[src/rtl/core/sed_pkg.sv]
package sed_pkg;

    // decoder modes
    localparam logic [1:0] MODE_NORMAL = 2'd0;
    localparam logic [1:0] MODE_ESCAPE = 2'd1;
    localparam logic [1:0] MODE_HEX    = 2'd2;
    localparam logic [1:0] MODE_EQUALS = 2'd3;

    // status codes
    localparam logic [3:0] ST_OK         = 4'd0;
    localparam logic [3:0] ST_BAD_ESCAPE = 4'd1;
    localparam logic [3:0] ST_BAD_HEX    = 4'd2;
    localparam logic [3:0] ST_HEX_CUT    = 4'd3;
    localparam logic [3:0] ST_TOO_LARGE  = 4'd4;
    localparam logic [3:0] ST_SURROGATE  = 4'd5;
    localparam logic [3:0] ST_NEWLINE    = 4'd6;
    localparam logic [3:0] ST_UNTERM     = 4'd7;
    localparam logic [3:0] ST_NEST_FULL  = 4'd8;

    // end kinds
    localparam logic [1:0] END_NONE   = 2'd0;
    localparam logic [1:0] END_QUOTE  = 2'd1;
    localparam logic [1:0] END_INTERP = 2'd2;
    localparam logic [1:0] END_ABORT  = 2'd3;

    // most results one byte can cause
    localparam int unsigned MAX_RESULTS = 5;
    localparam int unsigned CNT_W       = $clog2(MAX_RESULTS + 1);

    // hex digit counts for \x, \u, \U
    localparam logic [3:0] HEX_BYTE_DIGITS  = 4'd2;
    localparam logic [3:0] HEX_SHORT_DIGITS = 4'd4;
    localparam logic [3:0] HEX_LONG_DIGITS  = 4'd8;

    // code point limits
    localparam logic [31:0] CP_MAX     = 32'h0010_FFFF;
    localparam logic [31:0] SURR_LO    = 32'h0000_D800;
    localparam logic [31:0] SURR_HI    = 32'h0000_DFFF;
    localparam logic [31:0] CP_1BYTE   = 32'h0000_007F;
    localparam logic [31:0] CP_2BYTE   = 32'h0000_07FF;
    localparam logic [31:0] CP_3BYTE   = 32'h0000_FFFF;
    localparam logic [7:0]  LEAD2      = 8'hC0;
    localparam logic [7:0]  LEAD3      = 8'hE0;
    localparam logic [7:0]  LEAD4      = 8'hF0;
    localparam logic [7:0]  CONT_MARK  = 8'h80;

    // characters
    localparam logic [7:0] CH_QUOTE  = 8'h22;
    localparam logic [7:0] CH_CR     = 8'h0D;
    localparam logic [7:0] CH_LF     = 8'h0A;
    localparam logic [7:0] CH_EQUALS = 8'h3D;
    localparam logic [7:0] CH_BSLASH = 8'h5C;
    localparam logic [7:0] CH_LPAREN = 8'h28;
    localparam logic [7:0] CH_ESC    = 8'h1B;

    typedef struct packed {
        logic       has_byte;
        logic [7:0] data;
        logic [3:0] status;
        logic [1:0] end_kind;
    } sed_rec_t;

    typedef struct packed {
        sed_rec_t [MAX_RESULTS-1:0] rec;
        logic [CNT_W-1:0]           count;
    } sed_burst_t;

endpackage

[src/rtl/core/sed_decode.sv]
module sed_decode (
    input  logic               clk,
    input  logic               rst_n,
    input  logic               accept,
    input  logic [7:0]         byte_in,
    input  logic               final_byte,
    input  logic               nesting_full,
    output sed_pkg::sed_burst_t burst
);

    logic [1:0]  mode_reg, mode_next;
    logic [3:0]  hex_needed_reg, hex_needed_next;
    logic [31:0] acc_reg, acc_next;
    logic        is_byte_reg, is_byte_next;

    // handling of a byte in normal mode
    logic              nh_put;
    sed_pkg::sed_rec_t nh_rec;
    logic              nh_end;
    logic [1:0]        nh_mode;

    logic              run_normal;
    logic              dig_ok;
    logic [3:0]        dig_val;
    logic [31:0]       acc_new;
    logic [3:0]        needed_dec;
    logic              esc_simple;
    logic [7:0]        esc_val;
    logic              end_seen;

    sed_pkg::sed_burst_t bn;

    function automatic sed_pkg::sed_rec_t mk_rec(input logic has, input logic [7:0] data,
                                                 input logic [3:0] st, input logic [1:0] ek);
        sed_pkg::sed_rec_t r;
        r.has_byte = has;
        r.data     = has ? data : 8'd0;
        r.status   = st;
        r.end_kind = ek;
        return r;
    endfunction

    always_comb
    begin
        dig_ok  = 1'b1;
        dig_val = 4'd0;
        if (byte_in >= 8'h30 && byte_in <= 8'h39)
        begin
            dig_val = 4'(byte_in - 8'h30);
        end
        else if (byte_in >= 8'h61 && byte_in <= 8'h66)
        begin
            dig_val = 4'(byte_in - 8'h57);
        end
        else if (byte_in >= 8'h41 && byte_in <= 8'h46)
        begin
            dig_val = 4'(byte_in - 8'h37);
        end
        else
        begin
            dig_ok = 1'b0;
        end
    end

    assign acc_new    = {acc_reg[27:0], dig_val};
    assign needed_dec = hex_needed_reg - 4'd1;

    // simple escapes
    always_comb
    begin
        esc_simple = 1'b1;
        esc_val    = 8'd0;
        unique case (byte_in)
            sed_pkg::CH_BSLASH: esc_val = sed_pkg::CH_BSLASH;
            8'h22:       esc_val = sed_pkg::CH_QUOTE;
            8'h3D:       esc_val = sed_pkg::CH_EQUALS;
            8'h30:       esc_val = 8'h00;
            8'h61:       esc_val = 8'h07;
            8'h62:       esc_val = 8'h08;
            8'h65:       esc_val = sed_pkg::CH_ESC;
            8'h66:       esc_val = 8'h0C;
            8'h6E:       esc_val = 8'h0A;
            8'h72:       esc_val = 8'h0D;
            8'h74:       esc_val = 8'h09;
            8'h76:       esc_val = 8'h0B;
            default:     esc_simple = 1'b0;
        endcase
    end

    always_comb
    begin
        nh_put  = 1'b0;
        nh_rec  = mk_rec(1'b0, 8'd0, sed_pkg::ST_OK, sed_pkg::END_NONE);
        nh_end  = 1'b0;
        nh_mode = sed_pkg::MODE_NORMAL;
        priority if (byte_in == sed_pkg::CH_QUOTE)
        begin
            nh_put = 1'b1;
            nh_end = 1'b1;
            nh_rec = mk_rec(1'b0, 8'd0, sed_pkg::ST_OK, sed_pkg::END_QUOTE);
        end
        else if (byte_in == sed_pkg::CH_CR)
        begin
            // dropped, but still ends the source
            nh_put = final_byte;
            nh_end = final_byte;
            nh_rec = mk_rec(1'b0, 8'd0, sed_pkg::ST_UNTERM, sed_pkg::END_ABORT);
        end
        else if (byte_in == sed_pkg::CH_LF)
        begin
            nh_put = 1'b1;
            nh_end = 1'b1;
            nh_rec = mk_rec(1'b0, 8'd0, sed_pkg::ST_NEWLINE, sed_pkg::END_ABORT);
        end
        else if (final_byte)
        begin
            nh_put = 1'b1;
            nh_end = 1'b1;
            nh_rec = mk_rec(1'b0, 8'd0, sed_pkg::ST_UNTERM, sed_pkg::END_ABORT);
        end
        else if (byte_in == sed_pkg::CH_EQUALS)
        begin
            nh_mode = sed_pkg::MODE_EQUALS;
        end
        else if (byte_in == sed_pkg::CH_BSLASH)
        begin
            nh_mode = sed_pkg::MODE_ESCAPE;
        end
        else
        begin
            nh_put = 1'b1;
            nh_rec = mk_rec(1'b1, byte_in, sed_pkg::ST_OK, sed_pkg::END_NONE);
        end
    end

    always_comb
    begin
        bn              = '0;
        mode_next       = mode_reg;
        hex_needed_next = hex_needed_reg;
        acc_next        = acc_reg;
        is_byte_next    = is_byte_reg;
        run_normal      = 1'b0;

        unique case (mode_reg)
            sed_pkg::MODE_NORMAL:
            begin
                run_normal = 1'b1;
            end
            sed_pkg::MODE_ESCAPE:
            begin
                mode_next = sed_pkg::MODE_NORMAL;
                if (esc_simple)
                begin
                    bn.rec[bn.count] = mk_rec(1'b1, esc_val, sed_pkg::ST_OK, sed_pkg::END_NONE);
                    bn.count = bn.count + 1'b1;
                end
                else if (byte_in == 8'h78 || byte_in == 8'h75 || byte_in == 8'h55)
                begin
                    priority if (byte_in == 8'h78)
                    begin
                        hex_needed_next = sed_pkg::HEX_BYTE_DIGITS;
                        is_byte_next    = 1'b1;
                    end
                    else if (byte_in == 8'h75)
                    begin
                        hex_needed_next = sed_pkg::HEX_SHORT_DIGITS;
                        is_byte_next    = 1'b0;
                    end
                    else
                    begin
                        hex_needed_next = sed_pkg::HEX_LONG_DIGITS;
                        is_byte_next    = 1'b0;
                    end
                    acc_next  = '0;
                    mode_next = sed_pkg::MODE_HEX;
                    if (final_byte)
                    begin
                        bn.rec[bn.count] = mk_rec(1'b1, 8'd0, sed_pkg::ST_HEX_CUT,
                                                  sed_pkg::END_NONE);
                        bn.count = bn.count + 1'b1;
                    end
                end
                else
                begin
                    bn.rec[bn.count] = mk_rec(1'b0, 8'd0, sed_pkg::ST_BAD_ESCAPE,
                                              sed_pkg::END_NONE);
                    bn.count = bn.count + 1'b1;
                end
                if (final_byte)
                begin
                    bn.rec[bn.count] = mk_rec(1'b0, 8'd0, sed_pkg::ST_UNTERM,
                                              sed_pkg::END_ABORT);
                    bn.count        = bn.count + 1'b1;
                    mode_next       = sed_pkg::MODE_NORMAL;
                    hex_needed_next = '0;
                    acc_next        = '0;
                    is_byte_next    = 1'b0;
                end
            end
            sed_pkg::MODE_HEX:
            begin
                if (hex_needed_reg == 4'd0 || hex_needed_reg > sed_pkg::HEX_LONG_DIGITS)
                begin
                    mode_next       = sed_pkg::MODE_NORMAL;
                    hex_needed_next = '0;
                    run_normal      = 1'b1;
                end
                else if (!dig_ok)
                begin
                    // NUL for the broken escape, then the byte is taken as body text
                    bn.rec[bn.count] = mk_rec(1'b1, 8'd0, sed_pkg::ST_BAD_HEX,
                                              sed_pkg::END_NONE);
                    bn.count        = bn.count + 1'b1;
                    mode_next       = sed_pkg::MODE_NORMAL;
                    hex_needed_next = '0;
                    acc_next        = '0;
                    run_normal      = 1'b1;
                end
                else
                begin
                    acc_next        = acc_new;
                    hex_needed_next = needed_dec;
                    if (needed_dec == 4'd0)
                    begin
                        if (is_byte_reg)
                        begin
                            bn.rec[bn.count] = mk_rec(1'b1, acc_new[7:0], sed_pkg::ST_OK,
                                                      sed_pkg::END_NONE);
                            bn.count = bn.count + 1'b1;
                        end
                        else if (acc_new > sed_pkg::CP_MAX)
                        begin
                            bn.rec[bn.count] = mk_rec(1'b0, 8'd0, sed_pkg::ST_TOO_LARGE,
                                                      sed_pkg::END_NONE);
                            bn.count = bn.count + 1'b1;
                        end
                        else if (acc_new >= sed_pkg::SURR_LO && acc_new <= sed_pkg::SURR_HI)
                        begin
                            bn.rec[bn.count] = mk_rec(1'b0, 8'd0, sed_pkg::ST_SURROGATE,
                                                      sed_pkg::END_NONE);
                            bn.count = bn.count + 1'b1;
                        end
                        else if (acc_new <= sed_pkg::CP_1BYTE)
                        begin
                            bn.rec[0] = mk_rec(1'b1, acc_new[7:0], sed_pkg::ST_OK,
                                               sed_pkg::END_NONE);
                            bn.count  = 3'd1;
                        end
                        else if (acc_new <= sed_pkg::CP_2BYTE)
                        begin
                            bn.rec[0] = mk_rec(1'b1, sed_pkg::LEAD2 | {3'd0, acc_new[10:6]},
                                               sed_pkg::ST_OK, sed_pkg::END_NONE);
                            bn.rec[1] = mk_rec(1'b1, sed_pkg::CONT_MARK | {2'd0, acc_new[5:0]},
                                               sed_pkg::ST_OK, sed_pkg::END_NONE);
                            bn.count  = 3'd2;
                        end
                        else if (acc_new <= sed_pkg::CP_3BYTE)
                        begin
                            bn.rec[0] = mk_rec(1'b1, sed_pkg::LEAD3 | {4'd0, acc_new[15:12]},
                                               sed_pkg::ST_OK, sed_pkg::END_NONE);
                            bn.rec[1] = mk_rec(1'b1, sed_pkg::CONT_MARK | {2'd0, acc_new[11:6]},
                                               sed_pkg::ST_OK, sed_pkg::END_NONE);
                            bn.rec[2] = mk_rec(1'b1, sed_pkg::CONT_MARK | {2'd0, acc_new[5:0]},
                                               sed_pkg::ST_OK, sed_pkg::END_NONE);
                            bn.count  = 3'd3;
                        end
                        else
                        begin
                            bn.rec[0] = mk_rec(1'b1, sed_pkg::LEAD4 | {5'd0, acc_new[20:18]},
                                               sed_pkg::ST_OK, sed_pkg::END_NONE);
                            bn.rec[1] = mk_rec(1'b1,
                                               sed_pkg::CONT_MARK | {2'd0, acc_new[17:12]},
                                               sed_pkg::ST_OK, sed_pkg::END_NONE);
                            bn.rec[2] = mk_rec(1'b1, sed_pkg::CONT_MARK | {2'd0, acc_new[11:6]},
                                               sed_pkg::ST_OK, sed_pkg::END_NONE);
                            bn.rec[3] = mk_rec(1'b1, sed_pkg::CONT_MARK | {2'd0, acc_new[5:0]},
                                               sed_pkg::ST_OK, sed_pkg::END_NONE);
                            bn.count  = 3'd4;
                        end
                        mode_next = sed_pkg::MODE_NORMAL;
                        acc_next  = '0;
                    end
                    else if (final_byte)
                    begin
                        bn.rec[bn.count] = mk_rec(1'b1, 8'd0, sed_pkg::ST_HEX_CUT,
                                                  sed_pkg::END_NONE);
                        bn.count = bn.count + 1'b1;
                    end
                    if (final_byte)
                    begin
                        bn.rec[bn.count] = mk_rec(1'b0, 8'd0, sed_pkg::ST_UNTERM,
                                                  sed_pkg::END_ABORT);
                        bn.count        = bn.count + 1'b1;
                        mode_next       = sed_pkg::MODE_NORMAL;
                        hex_needed_next = '0;
                        acc_next        = '0;
                        is_byte_next    = 1'b0;
                    end
                end
            end
            sed_pkg::MODE_EQUALS:
            begin
                mode_next = sed_pkg::MODE_NORMAL;
                if (byte_in == sed_pkg::CH_LPAREN)
                begin
                    if (nesting_full)
                    begin
                        bn.rec[0] = mk_rec(1'b0, 8'd0, sed_pkg::ST_NEST_FULL,
                                           sed_pkg::END_ABORT);
                    end
                    else
                    begin
                        bn.rec[0] = mk_rec(1'b0, 8'd0, sed_pkg::ST_OK, sed_pkg::END_INTERP);
                    end
                    bn.count        = 3'd1;
                    hex_needed_next = '0;
                    acc_next        = '0;
                    is_byte_next    = 1'b0;
                end
                else
                begin
                    bn.rec[0] = mk_rec(1'b1, sed_pkg::CH_EQUALS, sed_pkg::ST_OK,
                                       sed_pkg::END_NONE);
                    bn.count   = 3'd1;
                    run_normal = 1'b1;
                end
            end
            default:
            begin
                run_normal = 1'b1;
            end
        endcase

        if (run_normal)
        begin
            if (nh_put)
            begin
                bn.rec[bn.count] = nh_rec;
                bn.count = bn.count + 1'b1;
            end
            if (nh_end)
            begin
                mode_next       = sed_pkg::MODE_NORMAL;
                hex_needed_next = '0;
                acc_next        = '0;
                is_byte_next    = 1'b0;
            end
            else
            begin
                mode_next = nh_mode;
            end
        end
    end

    always_ff @(posedge clk or negedge rst_n)
    begin
        if (!rst_n)
        begin
            mode_reg       <= sed_pkg::MODE_NORMAL;
            hex_needed_reg <= '0;
            acc_reg        <= '0;
            is_byte_reg    <= 1'b0;
        end
        else if (accept)
        begin
            mode_reg       <= mode_next;
            hex_needed_reg <= hex_needed_next;
            acc_reg        <= acc_next;
            is_byte_reg    <= is_byte_next;
        end
    end

    assign burst    = bn;
    assign end_seen = (bn.count != '0) &&
                      (bn.rec[bn.count - 1'b1].end_kind != sed_pkg::END_NONE);

    // waiting for hex digits always has a digit count in range
    a_hex_count: assert property (@(posedge clk) disable iff (!rst_n)
        mode_reg == sed_pkg::MODE_HEX |-> hex_needed_reg != 4'd0 &&
                                          hex_needed_reg <= sed_pkg::HEX_LONG_DIGITS)
        else $error("hex mode with digit count out of range");

    // a string end leaves the decoder clean for the next body
    a_end_clears: assert property (@(posedge clk) disable iff (!rst_n)
        accept && end_seen |=> mode_reg == sed_pkg::MODE_NORMAL &&
                               hex_needed_reg == 4'd0 && acc_reg == 32'd0 && !is_byte_reg)
        else $error("string end did not clear decoder state");

endmodule

[src/rtl/core/sed_burst.sv]
module sed_burst (
    input  logic                clk,
    input  logic                rst_n,
    input  logic                load,
    input  sed_pkg::sed_burst_t burst_in,
    output logic                in_ready,
    output logic                out_valid,
    input  logic                out_ready,
    output sed_pkg::sed_rec_t   out_rec,
    output logic                out_last
);

    sed_pkg::sed_rec_t [sed_pkg::MAX_RESULTS-1:0] buf_reg, buf_next;
    logic [sed_pkg::CNT_W-1:0]                    cnt_reg, cnt_next;
    logic                                         out_fire;

    assign out_valid = cnt_reg != '0;
    assign out_fire  = out_valid && out_ready;
    assign out_last  = cnt_reg == sed_pkg::CNT_W'(1);
    assign out_rec   = buf_reg[0];
    // next burst may load as soon as the last pending beat leaves
    assign in_ready  = (cnt_reg == '0) || (out_last && out_ready);

    always_comb
    begin
        buf_next = buf_reg;
        cnt_next = cnt_reg;
        if (load)
        begin
            buf_next = burst_in.rec;
            cnt_next = burst_in.count;
        end
        else if (out_fire)
        begin
            for (int i = 0; i < sed_pkg::MAX_RESULTS - 1; i++)
            begin
                buf_next[i] = buf_reg[i+1];
            end
            cnt_next = cnt_reg - 1'b1;
        end
    end

    always_ff @(posedge clk or negedge rst_n)
    begin
        if (!rst_n)
        begin
            cnt_reg <= '0;
        end
        else
        begin
            cnt_reg <= cnt_next;
        end
    end

    always_ff @(posedge clk)
    begin
        buf_reg <= buf_next;
    end

    a_cnt_range: assert property (@(posedge clk) disable iff (!rst_n)
        cnt_reg <= sed_pkg::CNT_W'(sed_pkg::MAX_RESULTS))
        else $error("burst count out of range");

    a_drain_step: assert property (@(posedge clk) disable iff (!rst_n)
        out_fire && cnt_reg > sed_pkg::CNT_W'(1) |=> cnt_reg == $past(cnt_reg) - 1'b1)
        else $error("burst drain lost or repeated a beat");

    a_no_overrun: assert property (@(posedge clk) disable iff (!rst_n)
        load |-> cnt_reg == '0 || (cnt_reg == sed_pkg::CNT_W'(1) && out_fire))
        else $error("burst loaded over pending beats");

endmodule

[src/rtl/core/string_escape_decoder.sv]
// string literal body decoder
//
// s_axis: one raw body byte per beat. tdata[7:0] is the byte, tlast marks the
// last byte of the source, tuser says the interpolation nesting is already full.
// m_axis: decoded results, one per beat. tuser is has_byte; tdata carries the
// decoded byte, status and end kind; tlast marks the final result of an input
// byte. An input byte makes zero to five results (a \U escape with the source
// ending on its last digit gives four UTF-8 bytes plus the unterminated end).
//
// the first result of a byte is registered and appears in the cycle after its beat.
// throughput: one byte per cycle while every byte yields at most one result and the
// receiver is ready; a byte with several results holds the result register until
// all have left; the next byte is taken in the cycle its last result leaves, so the
// rate is set by the single-beat output port. Bytes with no result pass at one per
// cycle. When the receiver stalls, the pending results hold and s_axis_tready falls
// until only the final one remains and is taken.
// reset: the decoder returns to normal body mode with hex state cleared and no
// results pending.
module string_escape_decoder (
    input  logic        clk,
    input  logic        rst_n,

    input  logic        s_axis_tvalid,
    output logic        s_axis_tready,
    input  logic [7:0]  s_axis_tdata,   // byte_in
    input  logic        s_axis_tlast,   // final_byte
    input  logic        s_axis_tuser,   // nesting_full

    output logic        m_axis_tvalid,
    input  logic        m_axis_tready,
    output logic [15:0] m_axis_tdata,   // decoded_byte[7:0], status[11:8], end_kind[13:12], zero
    output logic        m_axis_tlast,   // last
    output logic        m_axis_tuser    // has_byte
);

    logic                accept;
    sed_pkg::sed_burst_t burst;
    sed_pkg::sed_rec_t   out_rec;

    // a beat is taken only when the result buffer can load its burst
    assign accept = s_axis_tvalid && s_axis_tready;

    // decode state and per-byte result burst
    sed_decode u_decode (
        .clk          (clk),
        .rst_n        (rst_n),
        .accept       (accept),
        .byte_in      (s_axis_tdata),
        .final_byte   (s_axis_tlast),
        .nesting_full (s_axis_tuser),
        .burst        (burst)
    );

    // result register, drains the burst one beat at a time
    sed_burst u_burst (
        .clk       (clk),
        .rst_n     (rst_n),
        .load      (accept),
        .burst_in  (burst),
        .in_ready  (s_axis_tready),
        .out_valid (m_axis_tvalid),
        .out_ready (m_axis_tready),
        .out_rec   (out_rec),
        .out_last  (m_axis_tlast)
    );

    // pack result fields, lowest first
    assign m_axis_tdata = {2'b00, out_rec.end_kind, out_rec.status, out_rec.data};
    assign m_axis_tuser = out_rec.has_byte;

endmodule

[config.mk]
export PLATFORM = sky130hd
export DESIGN_NAME = string_escape_decoder
export DESIGN_NICKNAME = d
export VERILOG_FILES = /design/src/rtl/core/sed_pkg.sv /design/src/rtl/core/sed_decode.sv /design/src/rtl/core/sed_burst.sv /design/src/rtl/core/string_escape_decoder.sv
export SDC_FILE = /design/constraint.sdc
export NUM_CORES = 1
export LEC_CHECK = 0
export BUFFER_PORTS_ARGS = -buffer_cell sky130_fd_sc_hd__buf_2
export CORE_MARGIN = 2
export CORE_UTILIZATION = 40
export DETAILED_ROUTE_END_ITERATION = 16
export SYNTH_ARGS = -nofsm -noshare
export SYNTH_HDL_FRONTEND = slang
export SYNTH_SLANG_ARGS = --single-unit
[constraint.sdc]
create_clock -name clk -period 4.41 [get_ports clk]
set_input_delay 0.882 -clock clk [delete_from_list [all_inputs] [get_ports clk]]
set_output_delay 0.882 -clock clk [all_outputs]
set_load 0.05 [all_outputs]
# Word level (Yosys, flattened, before mapping)

Index checks and enable logic that the tools add are counted.

Register bits after elaboration: 117
Latch bits: 0
Memory bits (writable): 0
Bits in read-only memories: 0
Bits of input ports: 14
Output and inout bits: 20
Logic and storage cells: 228
Memories: 0

Add/sub/neg operators: 8
$mul: 0
Divide/modulo/power cells: 0
Order comparisons: 19
Eq/ne operators: 23
Shifts and indexed selects: 0
Multiplexer cells: 124
Bitwise operators: 6
Reductions and logical operators: 23

Operator list:

| cell                                                   | count |
|---|---|
| 2-to-1 mux 45 bit                                      | 9 |
| 2-to-1 mux 78 bit                                      | 5 |
| 2-to-1 mux 32 bit                                      | 10 |
| 2-to-1 mux 18 bit                                      | 14 |
| 2-to-1 mux 60 bit                                      | 3 |
| 2-to-1 mux 15 bit                                      | 10 |
| demux 15 bit (select 3 bit)                            | 3 |
| one-hot mux 60 bit (2 select lines)                    | 1 |
| inverter 50 bit                                        | 2 |
| equality test 8 x 7 -> 1 bit (second input constant)   | 12 |
| one-hot mux 32 bit (3 select lines)                    | 1 |
| one-hot mux 7 bit (11 select lines)                    | 1 |
| bitwise mux 75 bit                                     | 1 |
| <= comparator 32 x 16 -> 1 bit (second input constant) | 2 |
| 2-to-1 mux 4 bit                                       | 14 |
| one-hot mux 18 bit (3 select lines)                    | 1 |
| AND 10 x 50 -> 50 bit                                  | 1 |
| AND 40 x 50 -> 50 bit                                  | 1 |
| 2-to-1 mux 33 bit                                      | 1 |
| equality test 8 x 6 -> 1 bit (second input constant)   | 4 |
| >= comparator 32 x 16 -> 1 bit (second input constant) | 1 |
| > comparator 32 x 21 -> 1 bit (second input constant)  | 1 |
| <= comparator 32 x 11 -> 1 bit (second input constant) | 1 |
| <= comparator 32 x 7 -> 1 bit (second input constant)  | 1 |
| other kinds (36)                                       | 103 |

# Logic depth before layout (Yosys ltp)

Gate-level depths: netlist of the first run.

Depth in word-level cells: 34
Depth in mapped cells: 17
Gate-level depth less buffers: 16

# Hierarchy

A second synthesis of the first run with hierarchy kept.

Cells, all modules: 814
Area, all modules: 7860.0 µm²

By module, submodules not included:

| module                | instances | cells an instance | area an instance (µm²) | sequential area each (µm²) |
|---|---|---|---|---|
| sed_decode            | 1         | 626               | 4491.8                 | 875.8 |
| sed_burst             | 1         | 184               | 3343.2                 | 2327.2 |
| string_escape_decoder | 1         | 4                 | 25.0                   | 0.0 |

# Worst setup path before layout of the first run

No wires, ideal clock.

Path kind: input to register
Start: in s_axis_tdata[1]
End: reg u_burst.cnt_reg[2] in the netlist's numbering
Library setup time: 127 ps
Arrival time: 3937 ps
Data required time: 4283 ps
Setup slack: 346 ps
Stages: 17
Buffers on the path: 1
Cells stage by stage: inv_1 -> ha_1 -> clkbuf_1 -> nand2b_1 -> o2111a_1 -> nor3_1 -> nand3_1 -> ha_1 -> a21oi_1 -> o41a_1 -> o41a_1 -> nor2_1 -> ha_1 -> nor3b_1 -> xnor2_1 -> o21ai_1 -> a22o_1

Word-level cells in the longest chain between the ends: 25
Elaborated cells between the ends (all ways): 81
Those cells by class: 6 x add/sub; 12 x order compare; 18 x eq/ne; 38 x mux; 7 x reduce/logical

Ends and longest elaborated chain:

| item                                                                                | RTL line                    | source |
|---|---|---|
| from (decl)                                                                         | string_escape_decoder.sv:25 | `input logic [7:0] s_axis_tdata,` |
| >= comparator 8 x 7 -> 1 bit / <= comparator 8 x 7 -> 1 bit (equally long branches) | sed_decode.sv:55            | `else if (byte_in >= 8'h41 && byte_in <= 8'h46)` |
| logical AND 1 bit                                                                   | sed_decode.sv:55            |  |
| 2-to-1 mux 4 bit                                                                    | sed_decode.sv:55            |  |
| 2-to-1 mux 4 bit                                                                    | sed_decode.sv:51            | `else if (byte_in >= 8'h61 && byte_in <= 8'h66)` |
| 2-to-1 mux 4 bit                                                                    | sed_decode.sv:47            | `if (byte_in >= 8'h30 && byte_in <= 8'h39)` |
| <= comparator 32 x 16 -> 1 bit                                                      | sed_decode.sv:258           | `else if (acc_new <= sed_pkg::CP_3BYTE)` |
| 2-to-1 mux 45 bit                                                                   | sed_decode.sv:258           |  |
| 2-to-1 mux 33 bit                                                                   | sed_decode.sv:250           | `else if (acc_new <= sed_pkg::CP_2BYTE)` |
| [... 9 more ...]                                                                    | --                          |  |
| 2-to-1 mux 78 bit                                                                   | sed_decode.sv:290           | `if (final_byte)` |
| 2-to-1 mux 18 bit                                                                   | sed_decode.sv:209           | `else if (!dig_ok)` |
| 2-to-1 mux 78 bit                                                                   | sed_decode.sv:203           | `if (hex_needed_reg == 4'd0 \|\| hex_needed_reg > sed_pkg::HEX_LONG_DIGITS)` |
| one-hot mux 18 bit (3 select lines)                                                 | sed_decode.sv:145           | `unique case (mode_reg)` |
| adder 3 x 1 -> 3 bit                                                                | sed_decode.sv:340           | `bn.count = bn.count + 1'b1;` |
| 2-to-1 mux 78 bit                                                                   | sed_decode.sv:337           | `if (nh_put)` |
| 2-to-1 mux 78 bit *                                                                 | sed_decode.sv:335           | `if (run_normal)` |
| 2-to-1 mux 3 bit *                                                                  | sed_burst.sv:28             | `if (load)` |
| to (signal assigned)                                                                | sed_burst.sv:51             | `cnt_reg <= cnt_next;` |
| to (decl)                                                                           | sed_burst.sv:14             | `logic [sed_pkg::CNT_W-1:0] cnt_reg, cnt_next;` |

Mark *: on every way between the ends. The rest lies on a longest branch, timed or not. The select of a mux whose other input is x is not followed.
A chain may end at the register's enable or synchronous reset.

==> results of run 1 <==
cells by family after synthesis:
kind of cell | count (synthesis)
AO/OA/AOI/OAI | 266
XOR/XNOR | 6
adder cells (fa/ha/maj) | 17
buffers and inverters | 96
flip-flops | 101
multiplexers | 4
other | 1
AND/OR/NAND/NOR | 264
layout make-up:
type                       instances  area (µm²)
tap                              225       281.5
inverter                          30       112.6
timing repair buffer              73       470.5
fill                            1656        9445
sequential                       101        2843
clock inverter                     7       48.80
multi-input combinational        560        3690
clock buffer                       9       225.2
path summary, 6_finish.rpt:
path	to	slack, ns	depth (start not counted)
worst max register to register	u_burst.cnt_reg[2]$_DFFE_PN0P_	0.85	13
max in group asynchronous	u_decode.acc_reg[17]$_DFFE_PN0P_	3.16	1
min in group asynchronous	u_decode.mode_reg[1]$_DFFE_PN0P_	0.65	1
worst min register to register	u_decode.acc_reg[26]$_DFFE_PN0P_	0.52	1
worst max-delay path	u_burst.out_rec[14]$_DFFE_PP_	0.49	15
worst min-delay path	u_decode.acc_reg[26]$_DFFE_PN0P_	0.52	1
stage by stage:
| stage | hold slack (ns) | setup WS, ns | power, W | instances |
|---|---|---|---|---|
| after global placement | 0.4880 | 0.2603 | 0.002730 | 989 |
| after global routing | 0.5267 | 0.1986 | 0.003682 | 1005 |
| after detailed placement | 0.4941 | 0.1780 | 0.002756 | 989 |
| after floorplan | 0.4662 | 0.3457 | 0.002458 | 757 |
| after CTS | 0.5108 | 0.5535 | 0.003527 | 1005 |
| final | 0.5179 | 0.4883 | 0.003517 | 1005 |
routing by layer:
| metal | track usage | vias up | share of wire |
|---|---|---|---|
| met3 | 0.04512 | 50 | 0.077 |
| met2 | 0.3909 | 315 | 0.45 |
| met1 | 0.3710 | 3209 | 0.44 |
| li1 | - | 2904 | - |
| met4 | 0.1134 | 0 | 0.034 |
| met5 | 0 | - | 0 |
synth_stat cells (8+ instances only):
cell	count
o21ai_1	13
a31oi_1	12
nand2b_1	8
nor4_1	11
a211oi_1	10
a22o_1	17
buf_2	8
dfrtp_1	38
nor3_1	20
edfxtp_1	63
nand2_1	69
ha_1	17
a22oi_1	13
o221ai_1	11
inv_1	29
nand4_1	9
buf_4	17
clkbuf_1	39
a21o_1	14
a21oi_1	48
o21ai_0	40
o211ai_1	14
nor2b_1	8
nor2_1	64
nand3_1	17
power by group:
group | internal [W] | total (W) | switching, W
clock | 0.000387 | 0.000771 | 0.000384
sequential | 0.00139 | 0.00152 | 0.000126
combinational | 0.000340 | 0.00123 | 0.000887
total | 0.00212 | 0.00352 | 0.00140
worst register-to-register path: stages (launching register included):
cell and delay [ns]:
dfrtp_1 0.45, inv_1 0.09, ha_1 0.24, or3b_1 0.40, o31a_1 0.42, nor3_2 0.33, a21oi_1 0.16, o31ai_1 0.36
and2_1 0.19, ha_1 0.13, nor3b_1 0.22, xnor2_1 0.17, o21ai_1 0.08, a22o_1 0.22
==> impl_metrics.json, run 1 <==
{
  "htree_levels": 3,
  "worst_skew_pair.late_latency_ns": 0.37,
  "die_w_um": 135.8,
  "hp-class": "reg2reg",
  "drt_iter0_markers": 744,
  "async_flop_share": 0.3762,
  "antenna_found_initial": 0,
  "avgSynthCellArea_um2": 9.209,
  "cp.required_ns": 4.52,
  "setup_tns_ns": 0,
  "drive_above_1_share": 0.1564,
  "yosysWarnings": 0,
  "grt_max_degree": 39,
  "vias_per_cell": 6.446,
  "die_y_um": 135.8,
  "drv_slew": 0,
  "grt_pass1_vias": 6188,
  "rsz0062_at_grt": "no",
  "vias": 6478,
  "synth_top_family_by_area": "compound AO/OA/AOI/OAI gates",
  "grt_overflow": 0,
  "cp_max_fo": 7,
  "utilization": 0.4482,
  "most-common-layout-cells": "68 x nand2_1, 64 x nor2_1, 63 x edfxtp_1",
  "drc": 0,
  "finalSetupViolCount": 0,
  "layout_commonest_cell": "nand2_1",
  "grt_pass1_wl_mm": 36.42,
  "design.core.area_um2": 17120,
  "cts_tree": "built",
  "port_buffers": 31,
  "fin_crit_ns": 3.922,
  "io_pins": 34,
  "yosys.area_share.adder": 0.03059,
  "gp_congestion": 0.9711,
  "slowest_stage": "o31ai_1",
  "synth-simple-area-share": 0.2006,
  "drt_pre_antenna_iters": 6,
  "postSynthCellCount": 755,
  "ir_worst_vdd_mv": 0.2588,
  "synth_top_area_frac": 0.2721,
  "path_class": "in2reg",
  "final_hold_viol_count": 0,
  "post_drt_wl_per_cell_um": 23.48,
  "layout.nets": 806,
  "clockBufferDepth": 2,
  "largest_register_ffs": 48,
  "synthTopCellsByArea": "edfxtp_1 27%, dfrtp_1 14%, nand2_1 3.7%",
  "area_growth_syn_to_layout_pct": 10.33,
  "postCtsHoldBufs": 0,
  "grt_usage": 0.2611,
  "clock.fmax_mhz": 255.0,
  "slew-limit-headroom": 0.2487,
  "maxCapViolCount": 0,
  "dp_hpwl_mm": 17.48,
  "crit_start": "s_axis_tdata[0]",
  "num_antenna_cells": 0,
  "synth_xor_area_frac": 0.007558,
  "clkSinkCount": 101,
  "synthMuxAreaShare": 0.005938,
  "p_per_area_nw_per_um2": 458.4,
  "path_buf_inv": 3,
  "synth-seq-cells": 101,
  "path_cells": "buf_2 -> inv_1 -> ha_1 -> or2_2 -> o2111a_1 -> nor3_1 -> nand3_1 -> ha_1 -> a21oi_1 -> o41a_1 -> o41ai_4 -> o31ai_1 -> buf_4 -> a31oi_1 -> a211o_1",
  "skew_ns": 0.01498,
  "path_clk_slew_ns": 0.07,
  "post_cts_resize_count": 0,
  "cts_buffers": 9,
  "status": "complete, no violations",
  "placed_area_um2": 7397,
  "path_delay_family": "compound AO/OA/AOI/OAI gates",
  "cp.arrival_ns": 4.03,
  "max_stage_delay_ns": 0.35,
  "synth_flop_cell": "edfxtp_1",
  "wirelength_mm": 23.60,
  "num_rows": 48,
  "netlist_area_um2": 6953,
  "end_kind": "register",
  "die_area_um2": 18450,
  "tightestPinTransition_ns": 1.123,
  "synth.yosys.seq_area_share": 0.4089,
  "fin_crit_sh": 0.8893,
  "cts_setup_buffers": 0,
  "r2r-start": "u_decode.hex_needed_reg[1]$_DFFE_PN0P_",
  "cellLeakagePower_nw": 3.005,
  "synth_edf_count": 63,
  "cts-root-buf": "clkbuf_16",
  "stdcell_area_um2": 7671,
  "synth_top_cell_by_area": "edfxtp_1",
  "ant_nets": 0,
  "start_util": 0.4062,
  "ys_types": 90,
  "path_common_cell": "ha_1",
  "worst_setup_path_start_kind": "input port",
  "synth_compound_area_frac": 0.2823,
  "worstHoldStart": "u_decode.acc_reg[26]$_DFFE_PN0P_"
}
No activity file was read; power rests on OpenSTA's default activity.
==> run 2: changes to the inputs <==
PLACE_DENSITY_LB_ADDON = 0.3   (was not set)
==> run 2 against run 1 <==
  * Critical path depth unchanged
  * Design area grew 0.26%
  * Sequential power barely moved
  * First-iteration DRC count is 6.5% lower
  * Critical path type unchanged
  * Largest cell class unchanged
  * Die area stayed put
  * Power is 0.55% higher
  * Final cell count unchanged
  * Sequential share of layout area is 0.096 points lower
  * Non-clock buffer count unchanged
==> impl_metrics.json, run 2 (synthesis results as in run 1) <==
{
  "p_per_area_nw_per_um2": 459.7,
  "drt_iter0_markers": 696,
  "post_cts_resize_count": 0,
  "path_clk_slew_ns": 0.07,
  "most-common-layout-cells": "68 x nand2_1, 64 x nor2_1, 63 x edfxtp_1",
  "clkSinkCount": 101,
  "cp.arrival_ns": 4.12,
  "post_drt_wl_per_cell_um": 23.66,
  "vias": 6410,
  "slew-limit-headroom": 0.3451,
  "die_y_um": 135.8,
  "cts_tree": "built",
  "num_rows": 48,
  "fin_crit_ns": 3.917,
  "final_hold_viol_count": 0,
  "die_area_um2": 18450,
  "cellLeakagePower_nw": 3.012,
  "end_kind": "register",
  "drive_above_1_share": 0.1551,
  "path_class": "in2reg",
  "drc": 0,
  "skew_ns": 0.01138,
  "layout_commonest_cell": "nand2_1",
  "postCtsHoldBufs": 0,
  "rsz0062_at_grt": "no",
  "gp_congestion": 0.9882,
  "clock.fmax_mhz": 255.3,
  "finalSetupViolCount": 0,
  "grt_usage": 0.2619,
  "status": "complete, no violations",
  "vias_per_cell": 6.378,
  "drt_pre_antenna_iters": 5,
  "stdcell_area_um2": 7691,
  "antenna_found_initial": 0,
  "port_buffers": 31,
  "placed_area_um2": 7397,
  "grt_pass1_vias": 5916,
  "grt_pass1_wl_mm": 36.16,
  "layout.nets": 806,
  "dp_hpwl_mm": 17.82,
  "start_util": 0.4062,
  "hp-class": "reg2reg",
  "utilization": 0.4493,
  "cp_max_fo": 12,
  "largest_register_ffs": 48,
  "num_antenna_cells": 0,
  "ir_worst_vdd_mv": 0.2697,
  "worst_setup_path_start_kind": "input port",
  "clockBufferDepth": 2,
  "die_w_um": 135.8,
  "htree_levels": 3,
  "grt_max_degree": 39,
  "fin_crit_sh": 0.8882,
  "maxCapViolCount": 0,
  "tightestPinTransition_ns": 0.9765,
  "cts_buffers": 9,
  "area_growth_syn_to_layout_pct": 10.62,
  "design.core.area_um2": 17120,
  "worst_skew_pair.late_latency_ns": 0.36,
  "drv_slew": 0,
  "cts_setup_buffers": 0,
  "cp.required_ns": 4.62,
  "io_pins": 34,
  "wirelength_mm": 23.78,
  "grt_overflow": 0,
  "ant_nets": 0,
  "cts-root-buf": "clkbuf_16",
  "setup_tns_ns": 0
}
run 2: worst max-delay path, cell delays in order:
cell and delay (ns):
buf_2 0.14, inv_1 0.14, ha_1 0.18, buf_4 0.17
nand3b_1 0.17, a21oi_1 0.34, nand3_1 0.21, ha_1 0.32
a21oi_1 0.12, o41a_1 0.24, o41a_1 0.28, a31oi_4 0.24
o31ai_1 0.39, buf_4 0.17, o21bai_1 0.10
run 2: layer usage:
layer  track usage  wire (µm)  vias up
li1              -          -     2900
met1        0.3741      10720     3189
met2        0.4038      10890      290
met3       0.05220       1758       31
met4       0.07465        412        0
met5             0          0        -
run 2: final timing paths:
kind                       slack (ns)                               end  depth (start not counted)                                    from
max                              0.49      u_burst.out_rec[3]$_DFFE_PP_                         15                         s_axis_tdata[1]
min in group asynchronous        0.65  u_decode.acc_reg[21]$_DFFE_PN0P_                          1                                   rst_n
max in group asynchronous        3.18    u_burst.cnt_reg[0]$_DFFE_PN0P_                          1                                   rst_n
min reg2reg                      0.52  u_decode.acc_reg[27]$_DFFE_PN0P_                          1        u_decode.acc_reg[27]$_DFFE_PN0P_
min                              0.52  u_decode.acc_reg[27]$_DFFE_PN0P_                          1        u_decode.acc_reg[27]$_DFFE_PN0P_
max reg2reg                      0.88    u_burst.cnt_reg[2]$_DFFE_PN0P_                         13  u_decode.hex_needed_reg[0]$_DFFE_PN0P_
run 2: cell type report:
cell class                      instances  area, µm²
Inverter                               30      112.6
Multi-Input combinational cell        560       3690
Fill cell                            1693       9425
Tap cell                              225      281.5
Clock buffer                           11      232.7
Sequential cell                       101       2843
Timing Repair Buffer                   73      470.5
Clock inverter                          5      61.31
run 2: report_power, final:
part / switching, W / leakage [nW] / internal, W
clock network: 0.000374 / 0.146 / 0.000445
registers: 0.000110 / 1.14 / 0.00139
logic: 0.000874 / 1.73 / 0.000343
run 2: through the flow:
| step | worst slack [ns] | hold WS (ns) | power (W) | std cells |
|---|---|---|---|---|
| global placement | 0.2368 | 0.4840 | 0.002697 | 989 |
| finish | 0.4929 | 0.5193 | 0.003536 | 1005 |
| CTS | 0.5168 | 0.5194 | 0.003542 | 1005 |
| global route | 0.1609 | 0.5335 | 0.003691 | 1005 |
| detailed placement | 0.1538 | 0.5003 | 0.002726 | 989 |
| floorplan | 0.3457 | 0.4662 | 0.002458 | 757 |
==> run 3: changes to the inputs <==
ABC_AREA = 1   (was not set)
CTS_BUF_LIST = sky130_fd_sc_hd__clkbuf_4 sky130_fd_sc_hd__clkbuf_8   (was not set)
==> run 3 against run 2 <==
  * Core utilization down 1.4 points
  * Final cell count rose by 29%
  * Clock skew grew 0.0029 ns
  * Via count is 13% higher
  * Synthesized cell count rose by 39%
  * Highest routed layer unchanged
==> impl_metrics.json, run 3 <==
{
  "p_int_w": 0.002530,
  "crit_start": "s_axis_tdata[1]",
  "ir_worst_vdd_mv": 0.2602,
  "layout_commonest_cell": "nand2_1",
  "finalPower_w": 0.005361,
  "tightestPinTransition_ns": 1.135,
  "htree_levels": 3,
  "synth.yosys.seq_area_share": 0.3706,
  "slowest_stage": "nor2_4",
  "grt_max_degree": 61,
  "ys_top_cells_by_count": "246 x nand2_1, 97 x nand3_1, 95 x inv_1",
  "gp_congestion": 0.9397,
  "clockBufferDepth": 2,
  "ant_nets": 0,
  "area_growth_syn_to_layout_pct": 6.426,
  "synth_most_common_cell": "nand2_1",
  "hp-class": "reg2reg",
  "num_rows": 50,
  "grt_pass1_wl_mm": 38.08,
  "end_kind": "register",
  "post_drt_wl_per_cell_um": 18.50,
  "most-common-layout-cells": "245 x nand2_1, 97 x nand3_1, 94 x a21oi_1",
  "path_cells": "buf_2 -> inv_1 -> ha_1 -> nand3_1 -> o21ai_2 -> nor4_2 -> nand3_1 -> nor2_4 -> inv_1 -> nor2_1 -> inv_1 -> ha_1 -> a21oi_1 -> buf_4 -> nand3_4 -> nor2_4 -> nand2_1 -> nand3_1 -> nand2_1",
  "slew-limit-headroom": 0.2432,
  "switchingPower_w": 0.002831,
  "avgSynthCellArea_um2": 7.285,
  "die_y_um": 142.5,
  "drc": 0,
  "stdcell_area_um2": 8164,
  "drt_pre_antenna_iters": 7,
  "path_delay_family": "simple AND/OR/NAND/NOR gates",
  "clkPwrFrac": 0.121,
  "port_buffers": 31,
  "fin_crit_sh": 0.8861,
  "post_cts_resize_count": 0,
  "r2r-start": "u_decode.mode_reg[0]$_DFFE_PN0P_",
  "synth_flop_cell": "edfxtp_1",
  "fin_crit_ns": 3.908,
  "p_per_area_nw_per_um2": 656.6,
  "postSynthCellCount": 1053,
  "die_area_um2": 20300,
  "grt_overflow": 0,
  "setup_tns_ns": 0,
  "cts_tree": "built",
  "die_w_um": 142.5,
  "cellLeakagePower_nw": 3.444,
  "num_antenna_cells": 0,
  "cp.arrival_ns": 4.08,
  "cts_setup_buffers": 0,
  "final_hold_viol_count": 0,
  "p_seq_frac": 0.319,
  "cts-root-buf": "clkbuf_8",
  "max_stage_delay_ns": 0.38,
  "synth-seq-cells": 101,
  "skew_ns": 0.01432,
  "rsz0062_at_grt": "no",
  "drv_slew": 0,
  "netlist_area_um2": 7671,
  "path_class": "in2reg",
  "grt_usage": 0.2426,
  "status": "complete, no violations",
  "path_clk_slew_ns": 0.12,
  "cts_buffers": 9,
  "vias_per_cell": 5.608,
  "cp.required_ns": 4.58,
  "cp_max_fo": 10,
  "largest_register_ffs": 48,
  "worst_setup_path_start_kind": "input port",
  "synthTopCellsByArea": "edfxtp_1 25%, dfrtp_1 12%, nand2_1 12%",
  "nFillCells": 1967,
  "yosysWarnings": 0,
  "drive_above_1_share": 0.1388,
  "design.core.area_um2": 18770,
  "path_buf_inv": 5,
  "io_pins": 34,
  "start_util": 0.4087,
  "antenna_found_initial": 0,
  "worst_skew_pair.late_latency_ns": 0.41,
  "dp_hpwl_mm": 17.31,
  "wirelength_mm": 23.93,
  "grt_pass1_vias": 6746,
  "layout.nets": 1085,
  "synth_edf_count": 63,
  "clock.fmax_mhz": 255.9,
  "switching_share": 0.5280,
  "worstHoldStart": "u_burst.buf_reg[52]$_DFFE_PP_",
  "ys_types": 50,
  "clkSinkCount": 101,
  "drt_iter0_markers": 687,
  "postCtsHoldBufs": 0,
  "vias": 7251,
  "placed_area_um2": 7954,
  "finalSetupViolCount": 0,
  "maxCapViolCount": 0,
  "power_frac_comb": 0.561,
  "synth_top_area_frac": 0.2466,
  "synth_top_cell_by_area": "edfxtp_1",
  "async_flop_share": 0.3762
}
-- run 3: cell count changes after synthesis, moves of 12 or more --
cell,delta
a21oi_1,+46
o21ai_0,+38
nor2_1,+14
inv_1,+66
a22o_1,-17
inv_2,+19
nand2_1,+177
clkbuf_1,-12
nor2_2,+12
nand3_1,+80
a21o_1,-14
o22ai_1,+31
-- run 3: layout make-up --
type                    instances  area (µm²)  share of cell area
flip-flops and latches        101        2843              0.3482
multi-input cells             779        4104              0.5027
clock buffers                   9       123.9             0.01517
clock inverters                 7       86.33             0.01057
well taps                     234       292.8             0.03586
inverters                     115       431.7             0.05287
repair buffers                 48       282.8             0.03464
-- run 3: logic make-up (layout without fill, tap and decap cells) --
kind of cell	count (synthesis)	in the layout	synth area share
adders and majority gates	17	17	0.02773
and+or+nand+nor	500	500	0.3086
xor gates and xnor gates	3	3	0.003426
DFF	101	101	0.3706
buffers and inverters	175	179	0.09754
AOI/OAI and AO/OA	256	256	0.1917
other	1	3	0.0004888
-- run 3: path summary, 6_finish.rpt --
| kind | cells past startpoint | endpoint | slack [ns] |
|---|---|---|---|
| max | 19 | u_burst.buf_reg[30]$_DFFE_PP_ | 0.50 |
| min | 2 | u_burst.buf_reg[37]$_DFFE_PP_ | 0.53 |
| max reg2reg | 14 | u_burst.buf_reg[30]$_DFFE_PP_ | 0.97 |
| min reg2reg | 2 | u_burst.buf_reg[37]$_DFFE_PP_ | 0.53 |
| max in group asynchronous | 1 | u_decode.hex_needed_reg[1]$_DFFE_PN0P_ | 3.20 |
| min in group asynchronous | 1 | u_decode.acc_reg[21]$_DFFE_PN0P_ | 0.60 |
-- run 3: per-stage QoR --
stage | worst slack [ns] | hold slack, ns | util | instances
after global routing | 0.1979 | 0.5503 | 0.4350 | 1293
final | 0.5022 | 0.5304 | 0.4350 | 1293
after detailed placement | 0.1276 | 0.5028 | 0.4238 | 1277
after floorplan | 0.4619 | 0.4867 | - | 1055
after CTS | 0.5685 | 0.5257 | 0.4350 | 1293
after global placement | 0.2250 | 0.4990 | 0.4238 | 1277
-- run 3: layer usage --
layer	routed length [µm]	global-route usage	up-vias
li1	-	-	3571
met1	10810	0.3291	3408
met2	11180	0.3960	231
met3	1413	0.03937	41
met4	531	0.07817	0
met5	0	0	-
-- run 3: power groups by stage --
stage	combinational, W	sequential, W	clock (W)
2_1_floorplan	0.00236	0.00167	0
3_3_place_gp	0.00295	0.00172	0
3_5_place_dp	0.00298	0.00173	0
4_1_cts	0.00298	0.00171	0.000661
5_1_grt	0.00332	0.00175	0.000687
6_report	0.00301	0.00171	0.000647
-- run 3: tightest hold or removal path, cell delays in order, from the launching register on --
cell and delay [ns]:
edfxtp_1 0.34, nand2_1 0.05, nand2_1 0.05
